### src/akfd_pkg.sv
// Shared types, constants and helper functions for the ADC keypad filter and decoder.
package akfd_pkg;

  // Field and datapath widths
  localparam int SAMPLE_BITS   = 10;
  localparam int HISTORY_DEPTH = 3;
  localparam int HIST_IDX_BITS = 2;
  localparam int LEVEL_BITS    = 8;
  localparam int TOL_BITS      = 10;
  localparam int KEY_BITS      = 3;
  localparam int AVG_SHIFT     = 4;
  localparam int SUM_BITS      = SAMPLE_BITS + 2;

  // APB port geometry
  localparam int APB_ADDR_BITS = 5;
  localparam int APB_DATA_BITS = 32;
  localparam int REG_IDX_LSB   = 2;

  // Reset values of the configuration registers
  localparam logic [LEVEL_BITS-1:0] CENTER_UP_RST     = 8'd32;
  localparam logic [LEVEL_BITS-1:0] CENTER_DOWN_RST   = 8'd76;
  localparam logic [LEVEL_BITS-1:0] CENTER_LEFT_RST   = 8'd120;
  localparam logic [LEVEL_BITS-1:0] CENTER_RIGHT_RST  = 8'd0;
  localparam logic [LEVEL_BITS-1:0] CENTER_SELECT_RST = 8'd180;
  localparam logic [LEVEL_BITS-1:0] KEY_WINDOW_RST    = 8'd8;
  localparam logic [TOL_BITS-1:0]   AGREE_TOL_RST     = 10'd8;

  // Key codes as seen on the result channel
  typedef enum logic [KEY_BITS-1:0] {
    KEY_UP     = 3'd0,
    KEY_DOWN   = 3'd1,
    KEY_LEFT   = 3'd2,
    KEY_RIGHT  = 3'd3,
    KEY_SELECT = 3'd4,
    KEY_NONE   = 3'd5
  } key_e;

  // Register indexes on the configuration port
  typedef enum logic [2:0] {
    REG_CENTER_UP     = 3'd0,
    REG_CENTER_DOWN   = 3'd1,
    REG_CENTER_LEFT   = 3'd2,
    REG_CENTER_RIGHT  = 3'd3,
    REG_CENTER_SELECT = 3'd4,
    REG_KEY_WINDOW    = 3'd5,
    REG_AGREE_TOL     = 3'd6
  } reg_idx_e;

  // Configuration handed from the register file to the datapath
  typedef struct packed {
    logic [LEVEL_BITS-1:0] center_up;
    logic [LEVEL_BITS-1:0] center_down;
    logic [LEVEL_BITS-1:0] center_left;
    logic [LEVEL_BITS-1:0] center_right;
    logic [LEVEL_BITS-1:0] center_select;
    logic [LEVEL_BITS-1:0] key_window;
    logic [TOL_BITS-1:0]   agree_tol;
  } akfd_cfg_t;

  function automatic logic [SAMPLE_BITS-1:0] absdiff_sample(
    input logic [SAMPLE_BITS-1:0] a,
    input logic [SAMPLE_BITS-1:0] b
  );
    return (a >= b) ? (a - b) : (b - a);
  endfunction

  function automatic logic [LEVEL_BITS-1:0] absdiff_level(
    input logic [LEVEL_BITS-1:0] a,
    input logic [LEVEL_BITS-1:0] b
  );
    return (a >= b) ? (a - b) : (b - a);
  endfunction

endpackage

### src/akfd_regs.sv
// APB configuration register file for the keypad decoder.
module akfd_regs
  import akfd_pkg::*;
(
  input  logic                     clk_i,
  input  logic                     rst_ni,
  input  logic                     psel,
  input  logic                     penable,
  input  logic                     pwrite,
  input  logic [APB_ADDR_BITS-1:0] paddr,
  input  logic [APB_DATA_BITS-1:0] pwdata,
  output logic [APB_DATA_BITS-1:0] prdata,
  output logic                     pready,
  output akfd_cfg_t                cfg_o
);

  akfd_cfg_t cfg_q;
  akfd_cfg_t cfg_d;
  reg_idx_e  reg_idx;
  logic      wr_en;

  assign pready  = 1'b1;
  assign reg_idx = reg_idx_e'(paddr[APB_ADDR_BITS-1:REG_IDX_LSB]);
  assign wr_en   = psel && penable && pwrite;
  assign cfg_o   = cfg_q;

  // Update the addressed register on a write transfer
  always_comb begin
    cfg_d = cfg_q;
    if (wr_en) begin
      case (reg_idx)
        REG_CENTER_UP:     cfg_d.center_up     = pwdata[LEVEL_BITS-1:0];
        REG_CENTER_DOWN:   cfg_d.center_down   = pwdata[LEVEL_BITS-1:0];
        REG_CENTER_LEFT:   cfg_d.center_left   = pwdata[LEVEL_BITS-1:0];
        REG_CENTER_RIGHT:  cfg_d.center_right  = pwdata[LEVEL_BITS-1:0];
        REG_CENTER_SELECT: cfg_d.center_select = pwdata[LEVEL_BITS-1:0];
        REG_KEY_WINDOW:    cfg_d.key_window    = pwdata[LEVEL_BITS-1:0];
        REG_AGREE_TOL:     cfg_d.agree_tol     = pwdata[TOL_BITS-1:0];
        default: begin
          cfg_d = cfg_q;
        end
      endcase
    end
  end

  always_ff @(posedge clk_i or negedge rst_ni) begin
    if (!rst_ni) begin
      cfg_q.center_up     <= CENTER_UP_RST;
      cfg_q.center_down   <= CENTER_DOWN_RST;
      cfg_q.center_left   <= CENTER_LEFT_RST;
      cfg_q.center_right  <= CENTER_RIGHT_RST;
      cfg_q.center_select <= CENTER_SELECT_RST;
      cfg_q.key_window    <= KEY_WINDOW_RST;
      cfg_q.agree_tol     <= AGREE_TOL_RST;
    end else begin
      cfg_q <= cfg_d;
    end
  end

  // Return the addressed register, zero-extended
  always_comb begin
    case (reg_idx)
      REG_CENTER_UP:     prdata = APB_DATA_BITS'(cfg_q.center_up);
      REG_CENTER_DOWN:   prdata = APB_DATA_BITS'(cfg_q.center_down);
      REG_CENTER_LEFT:   prdata = APB_DATA_BITS'(cfg_q.center_left);
      REG_CENTER_RIGHT:  prdata = APB_DATA_BITS'(cfg_q.center_right);
      REG_CENTER_SELECT: prdata = APB_DATA_BITS'(cfg_q.center_select);
      REG_KEY_WINDOW:    prdata = APB_DATA_BITS'(cfg_q.key_window);
      REG_AGREE_TOL:     prdata = APB_DATA_BITS'(cfg_q.agree_tol);
      default:           prdata = '0;
    endcase
  end

endmodule

### src/akfd_core.sv
// Sample register, history filter, key classifier and result register.
module akfd_core
  import akfd_pkg::*;
(
  input  logic                   clk_i,
  input  logic                   rst_ni,
  input  akfd_cfg_t              cfg_i,
  input  logic                   in_valid_i,
  output logic                   in_ready_o,
  input  logic [SAMPLE_BITS-1:0] sample_i,
  output logic                   out_valid_o,
  input  logic                   out_ready_i,
  output logic [KEY_BITS-1:0]    key_code_o
);

  logic                     in_valid_q;
  logic [SAMPLE_BITS-1:0]   sample_q;
  logic                     out_valid_q;
  key_e                     held_q;
  key_e                     held_d;
  logic [SAMPLE_BITS-1:0]   hist_q [HISTORY_DEPTH];
  logic [HIST_IDX_BITS-1:0] count_q;
  logic [HIST_IDX_BITS-1:0] count_d;
  logic [HIST_IDX_BITS-1:0] wr_idx;

  logic                     advance;
  logic                     step;
  logic [HISTORY_DEPTH-1:0] agree;
  logic                     all_agree;
  logic                     full_match;
  logic [SUM_BITS-1:0]      sum;
  logic [LEVEL_BITS-1:0]    level;
  key_e                     key_class;

  // Result register frees up when empty or taken this cycle
  assign advance     = !out_valid_q || out_ready_i;
  assign step        = in_valid_q && advance;
  assign in_ready_o  = !in_valid_q || advance;
  assign out_valid_o = out_valid_q;
  assign key_code_o  = held_q;

  // Compare the new sample with every stored one that is valid
  always_comb begin
    all_agree = 1'b1;
    for (int j = 0; j < HISTORY_DEPTH; j++) begin
      agree[j] = absdiff_sample(sample_q, hist_q[j]) <= cfg_i.agree_tol;
      if ((HIST_IDX_BITS'(j) < count_q) && !agree[j]) begin
        all_agree = 1'b0;
      end
    end
  end

  assign full_match = (count_q == HIST_IDX_BITS'(HISTORY_DEPTH)) && all_agree;

  // Average four agreeing samples down to an 8-bit level
  always_comb begin
    sum = SUM_BITS'(sample_q);
    for (int j = 0; j < HISTORY_DEPTH; j++) begin
      sum = sum + SUM_BITS'(hist_q[j]);
    end
  end

  assign level = sum[AVG_SHIFT +: LEVEL_BITS];

  // Classify the level, first matching window wins
  always_comb begin
    if (absdiff_level(level, cfg_i.center_up) < cfg_i.key_window) begin
      key_class = KEY_UP;
    end else if (absdiff_level(level, cfg_i.center_down) < cfg_i.key_window) begin
      key_class = KEY_DOWN;
    end else if (absdiff_level(level, cfg_i.center_left) < cfg_i.key_window) begin
      key_class = KEY_LEFT;
    end else if (absdiff_level(level, cfg_i.center_right) < cfg_i.key_window) begin
      key_class = KEY_RIGHT;
    end else if (absdiff_level(level, cfg_i.center_select) < cfg_i.key_window) begin
      key_class = KEY_SELECT;
    end else begin
      key_class = KEY_NONE;
    end
  end

  // Restart the history on a full match or a disagreement, else append
  assign wr_idx  = (full_match || !all_agree) ? '0 : count_q;
  assign count_d = wr_idx + HIST_IDX_BITS'(1);
  assign held_d  = full_match ? key_class : held_q;

  // Control state: input stage, result stage, fill count and held key
  always_ff @(posedge clk_i or negedge rst_ni) begin
    if (!rst_ni) begin
      in_valid_q  <= 1'b0;
      out_valid_q <= 1'b0;
      count_q     <= '0;
      held_q      <= KEY_NONE;
    end else begin
      if (in_ready_o) begin
        in_valid_q <= in_valid_i;
      end
      if (step) begin
        out_valid_q <= 1'b1;
        count_q     <= count_d;
        held_q      <= held_d;
      end else if (out_ready_i) begin
        out_valid_q <= 1'b0;
      end
    end
  end

  // Payload: capture the sample, store it into the history
  always_ff @(posedge clk_i) begin
    if (in_valid_i && in_ready_o) begin
      sample_q <= sample_i;
    end
    if (step) begin
      hist_q[wr_idx] <= sample_q;
    end
  end

`ifndef SYNTHESIS
  // Every processed sample leaves at least itself in the history
  a_count_nonzero: assert property (@(posedge clk_i) disable iff (!rst_ni)
    step |=> (count_q != '0))
    else $error("history empty after a processed sample");

  // Fill count moves only when a sample is processed
  a_count_hold: assert property (@(posedge clk_i) disable iff (!rst_ni)
    !step |=> $stable(count_q))
    else $error("history count changed without a transfer");

  // Held key changes only after a full four-sample match
  a_key_change: assert property (@(posedge clk_i) disable iff (!rst_ni)
    !$stable(held_q) |-> $past(step && full_match))
    else $error("held key changed without a full match");

  // A stalled result keeps its key
  a_out_hold: assert property (@(posedge clk_i) disable iff (!rst_ni)
    (out_valid_q && !out_ready_i) |=> $stable(held_q))
    else $error("result changed while stalled");
`endif

endmodule

### src/adc_keypad_filter_decoder.sv
// Top level of the ADC keypad filter and decoder.
//
//   channel  signals                              direction  transfer when
//   input    in_valid_i, in_ready_o, sample_i     in         in_valid_i & in_ready_o
//   result   out_valid_o, out_ready_i, key_code_o out        out_valid_o & out_ready_i
//   config   psel, penable, pwrite, paddr, ...    in         psel & penable & pwrite
//
// Each sample passes through the input register and then the result
// register; the filter and classifier sit between them, so a new sample is
// taken every cycle while the result side keeps up.
// A stalled result holds the result register; one more sample waits in the
// input register, after which in_ready_o drops.
// Reset empties both stages, clears the history and sets the held key to none.
module adc_keypad_filter_decoder
  import akfd_pkg::*;
(
  input  logic                     clk_i,
  input  logic                     rst_ni,
  input  logic                     psel,
  input  logic                     penable,
  input  logic                     pwrite,
  input  logic [APB_ADDR_BITS-1:0] paddr,
  input  logic [APB_DATA_BITS-1:0] pwdata,
  output logic [APB_DATA_BITS-1:0] prdata,
  output logic                     pready,
  input  logic                     in_valid_i,
  output logic                     in_ready_o,
  input  logic [SAMPLE_BITS-1:0]   sample_i,
  output logic                     out_valid_o,
  input  logic                     out_ready_i,
  output logic [KEY_BITS-1:0]      key_code_o
);

  akfd_cfg_t cfg;

  // Configuration registers
  akfd_regs u_regs (
    .clk_i   (clk_i),
    .rst_ni  (rst_ni),
    .psel    (psel),
    .penable (penable),
    .pwrite  (pwrite),
    .paddr   (paddr),
    .pwdata  (pwdata),
    .prdata  (prdata),
    .pready  (pready),
    .cfg_o   (cfg)
  );

  // Filter and classifier datapath
  akfd_core u_core (
    .clk_i       (clk_i),
    .rst_ni      (rst_ni),
    .cfg_i       (cfg),
    .in_valid_i  (in_valid_i),
    .in_ready_o  (in_ready_o),
    .sample_i    (sample_i),
    .out_valid_o (out_valid_o),
    .out_ready_i (out_ready_i),
    .key_code_o  (key_code_o)
  );

endmodule
### config.mk
export PLATFORM = sky130hd
export DESIGN_NAME = adc_keypad_filter_decoder
export DESIGN_NICKNAME = d
export VERILOG_FILES = /design/src/akfd_pkg.sv /design/src/akfd_regs.sv /design/src/akfd_core.sv /design/src/adc_keypad_filter_decoder.sv
export SDC_FILE = /design/constraint.sdc
export NUM_CORES = 1
export LEC_CHECK = 0
export BUFFER_PORTS_ARGS = -buffer_cell sky130_fd_sc_hd__buf_4
export CORE_ASPECT_RATIO = 1.5
export CORE_UTILIZATION = 33
export CTS_CLUSTER_DIAMETER = 30
export DETAILED_ROUTE_END_ITERATION = 6
export GPL_ROUTABILITY_DRIVEN = 0
export SLEW_MARGIN = 20
export SYNTH_ARGS = -nofsm -noshare
export SYNTH_HDL_FRONTEND = slang
export SYNTH_HIERARCHICAL = 1
export SYNTH_SLANG_ARGS = --single-unit
### constraint.sdc
create_clock -name clk_i -period 10.9 [get_ports clk_i]
set_input_delay 1.635 -clock clk_i [delete_from_list [all_inputs] [get_ports clk_i]]
set_output_delay 1.635 -clock clk_i [all_outputs]
set_load 0.02 [all_outputs]
==> summary.md <==
| Metric | Value |
|---|---|
| Final Hold Violating Endpoints | `0` |
| Largest area contributor in the netlist | `ha_1` |
| Crit-path max FO | `10` |
| Initial antenna violation count | `0` |
| Clock Latency Late Sink | `370 ps` |
| GRT Util Overall | `0.183` |
| Post-layout min period | `approximately 7300 ps` |
| Pre-antenna DRT Iters | `4` |
| Sinks on Clock Net | `105` |
| Final net count | `1,578` |
| Via total after detailed routing | `9,270` |
| Final antenna diode count | `0` |
| Setup TNS | `0 ps` |
| Worst-Margin Slew | `912 ps` |
| Fin crit share | `0.673` |
| Worst hold slack | `523 ps` |
| Synth top area cells | `ha_1, dfrtp_1, edfxtp_1, fa_1, mux2i_1` |
| WL/cell | `19.0 um` |
| Register area share after synthesis | `0.234` |
| Maximum buffer depth of the clock tree | `2` |
| Total CTS buffers | `9` |
| Critical path class | `flip-flop to flip-flop` |
| Synth cell types | `between 60 and 70` |
| Post-synth EDFFs | `40` |
| #FFs+latches synth | `105` |
| Postcts setup bufs | `0` |
| Slew headroom | `0.388` |
| Mapped cell area | `12,200 um^2` |
| Worst-path clk slew | `80 ps` |
| Gr ovfl total | `0` |
| Unrepaired setup endpoints after global routing | `false` |
| Mapped Cells | `1,247` |
| Final WS setup | `3560 ps` |
| Status | `completed` |
| Post-CTS resize count | `0` |
| Port Buffers | `44` |
| CP peak stage delay | `650 ps` |
| Post-Syn Area per Cell | `slightly below 10 um^2` |
| DRC | `0` |
| HP Class | `flip-flop to flip-flop` |
| Chip height | `about 240 um` |
| Detail Placement HPWL | `27,600 um` |
| FF-to-FF End | `u_core/key_code_o[0]$_DFFE_PN1P_` |
| Critical Path End Type | `flip-flop` |
| Worst setup path endpoint | `u_core/key_code_o[0]$_DFFE_PN1P_` |
| Max-slew violations | `0` |
| R2R Path Start | `u_core/sample_q[1]$_DFFE_PP_` |
| Fill count | `about 3,600` |
| Drt via density | `roughly 5.3` |
| Post-synth ARST share | `0.619` |
| Clock Tree Root | `clkbuf_16` |
| WP data arrival | `7640 ps` |
| Top FF cell, synth | `dfrtp_1` |
| WL final | `33,600 um` |
| Max Cap Violations | `0` |
| Most frequent cells in the layout | `ha_1, inv_1, o21ai_0, a21oi_1, mux2i_1` |
| Row count | `85` |
| Core Area | `36,100 um^2` |
| Worst EP required | `11,200 ps` |
| R2R setup slack | `about 3600 ps` |
| CTS tree | `built` |
| First-pass GRT wire length | `53,200 um` |
| Pre-CTS setup slack | `about 3500 ps` |
| R2R cell count | `26` |
| Layout cells sized above 1 | `0.139` |
| Setup crit start kind | `flip-flop` |
| Die Footprint | `37,600 um^2` |
| Largest net degree at the start of global routing | `66` |
| Remaining antenna violation count | `0` |
| FMAX | `136 MHz` |
| Hold path startpoint | `u_core/key_code_o[1]$_DFFE_PN0P_` |
| Slowest-stage cell, CP | `edfxtp_1` |
| Commonest non-fill, non-tap cell in the layout | `ha_1` |
| H-tree Lvls | `3` |
| Hold_buf cts | `0` |
| Critical Path Source | `u_core/sample_q[1]$_DFFE_PP_` |
| Initial Util | `0.337` |
| Vias in the first global route | `9,884` |
| Initial DRC Count | `366` |
| IO Count | `92` |
| Clock skew | `11.2 ps` |
| Die X | `159 um` |
| Yosys warning count | `6` |
| Top-area cell type share of the netlist area | `0.215` |
| P&R area growth vs syn | `8.41%` |
| Final Setup Violations | `0` |
==> final cells by class <==
cell class / instances / area [um^2] / area share
tap: 478 / 598 / 0.0454
timing repair buffer: 49 / 368 / 0.0279
sequential: 105 / 2850 / 0.216
clock inverter: 5 / 47.5 / 0.00361
multi-input combinational: 973 / 8550 / 0.649
inverter: 142 / 533 / 0.0404
clock buffer: 11 / 234 / 0.0178
==> metrics by stage <==
stage | area [um^2] | util | cells
final | 13200 | 0.366 | 1763
after global placement | 12900 | 0.358 | 1747
after floorplan | 12200 | - | 1268
after global routing | 13200 | 0.366 | 1763
after detailed placement | 12900 | 0.358 | 1747
after CTS | 13200 | 0.366 | 1763
==> per-layer routing <==
metal	wire (um)	vias up	global-route usage
met3	793	84	0.0179
met5	0	-	0
li1	-	4434	-
met2	18500	189	0.364
met4	1770	0	0.103
met1	12500	4563	0.184
==> critical path: cells and delay by family (launching register included) <==
family / cells / cell delay [ps]
mux: 2 / 540
simple gates: 3 / 410
xor+xnor: 2 / 420
compound gates: 11 / 2790
fa+ha+maj: 5 / 1990
buf+inv: 3 / 450
flops: 1 / 650
==> flip-flops by register name (all words and copies together) (netlist names) <==
| signal | cells |
|---|---|
| u_regs/cfg_o | 58 |
| u_core/hist_q | 30 |
| u_core/sample_q | 10 |
| u_core/key_code_o | 3 |
| u_core/count_q | 2 |
| u_core/in_valid_q | 1 |
| u_core/out_valid_o | 1 |
==> worst min-delay path by stage <==
stage	endpoint	slack, ps	cells past startpoint
2_1_floorplan	u_regs/cfg_o[8]$_DFFE_PN0P_	500	1
3_3_place_gp	u_core/key_code_o[1]$_DFFE_PN0P_	500	1
3_5_place_dp	u_core/key_code_o[1]$_DFFE_PN0P_	510	1
4_1_cts	u_core/key_code_o[1]$_DFFE_PN0P_	520	1
5_1_grt	u_core/key_code_o[1]$_DFFE_PN0P_	540	1
6_report	u_core/key_code_o[1]$_DFFE_PN0P_	520	1
==> Yosys cell counts (3+ instances only) <==
library cell	instances
a211oi_1	12
a21boi_0	7
a21o_1	41
a21o_2	3
a21oi_1	74
a21oi_2	4
a221o_1	10
a311oi_1	8
a31o_2	5
a31oi_1	11
and2_1	6
and3_1	11
and4_1	7
buf_2	9
buf_4	24
buf_6	3
clkbuf_1	11
dfrtp_1	49
dfstp_2	16
edfxtp_1	40
fa_1	35
ha_1	209
inv_1	142
mux2_2	58
mux2_4	8
mux2i_1	66
nand2_1	35
nand2b_1	31
nand3_1	7
nand3b_1	8
nand4_1	8
nor2_1	35
nor2_2	6
nor2b_1	28
nor3_1	11
nor3b_1	4
o211ai_1	6
o21a_1	7
o21ai_0	74
o21bai_1	12
or2_2	5
or3_1	6
xnor2_1	29
xor2_1	35
==> cell families after synthesis <==
family	count (synthesis)	share of synthesized area
muxes	133	0.120
AOI/OAI and AO/OA	294	0.158
DFF	105	0.234
buffers and inverters	190	0.0688
adders and majority gates	244	0.273
and+or+nand+nor	215	0.0999
other	2	0.000618
xor gates and xnor gates	64	0.0461
Power is not shown: default switching activity piles up to over one toggle a cycle in this logic, so the estimate is an artifact.
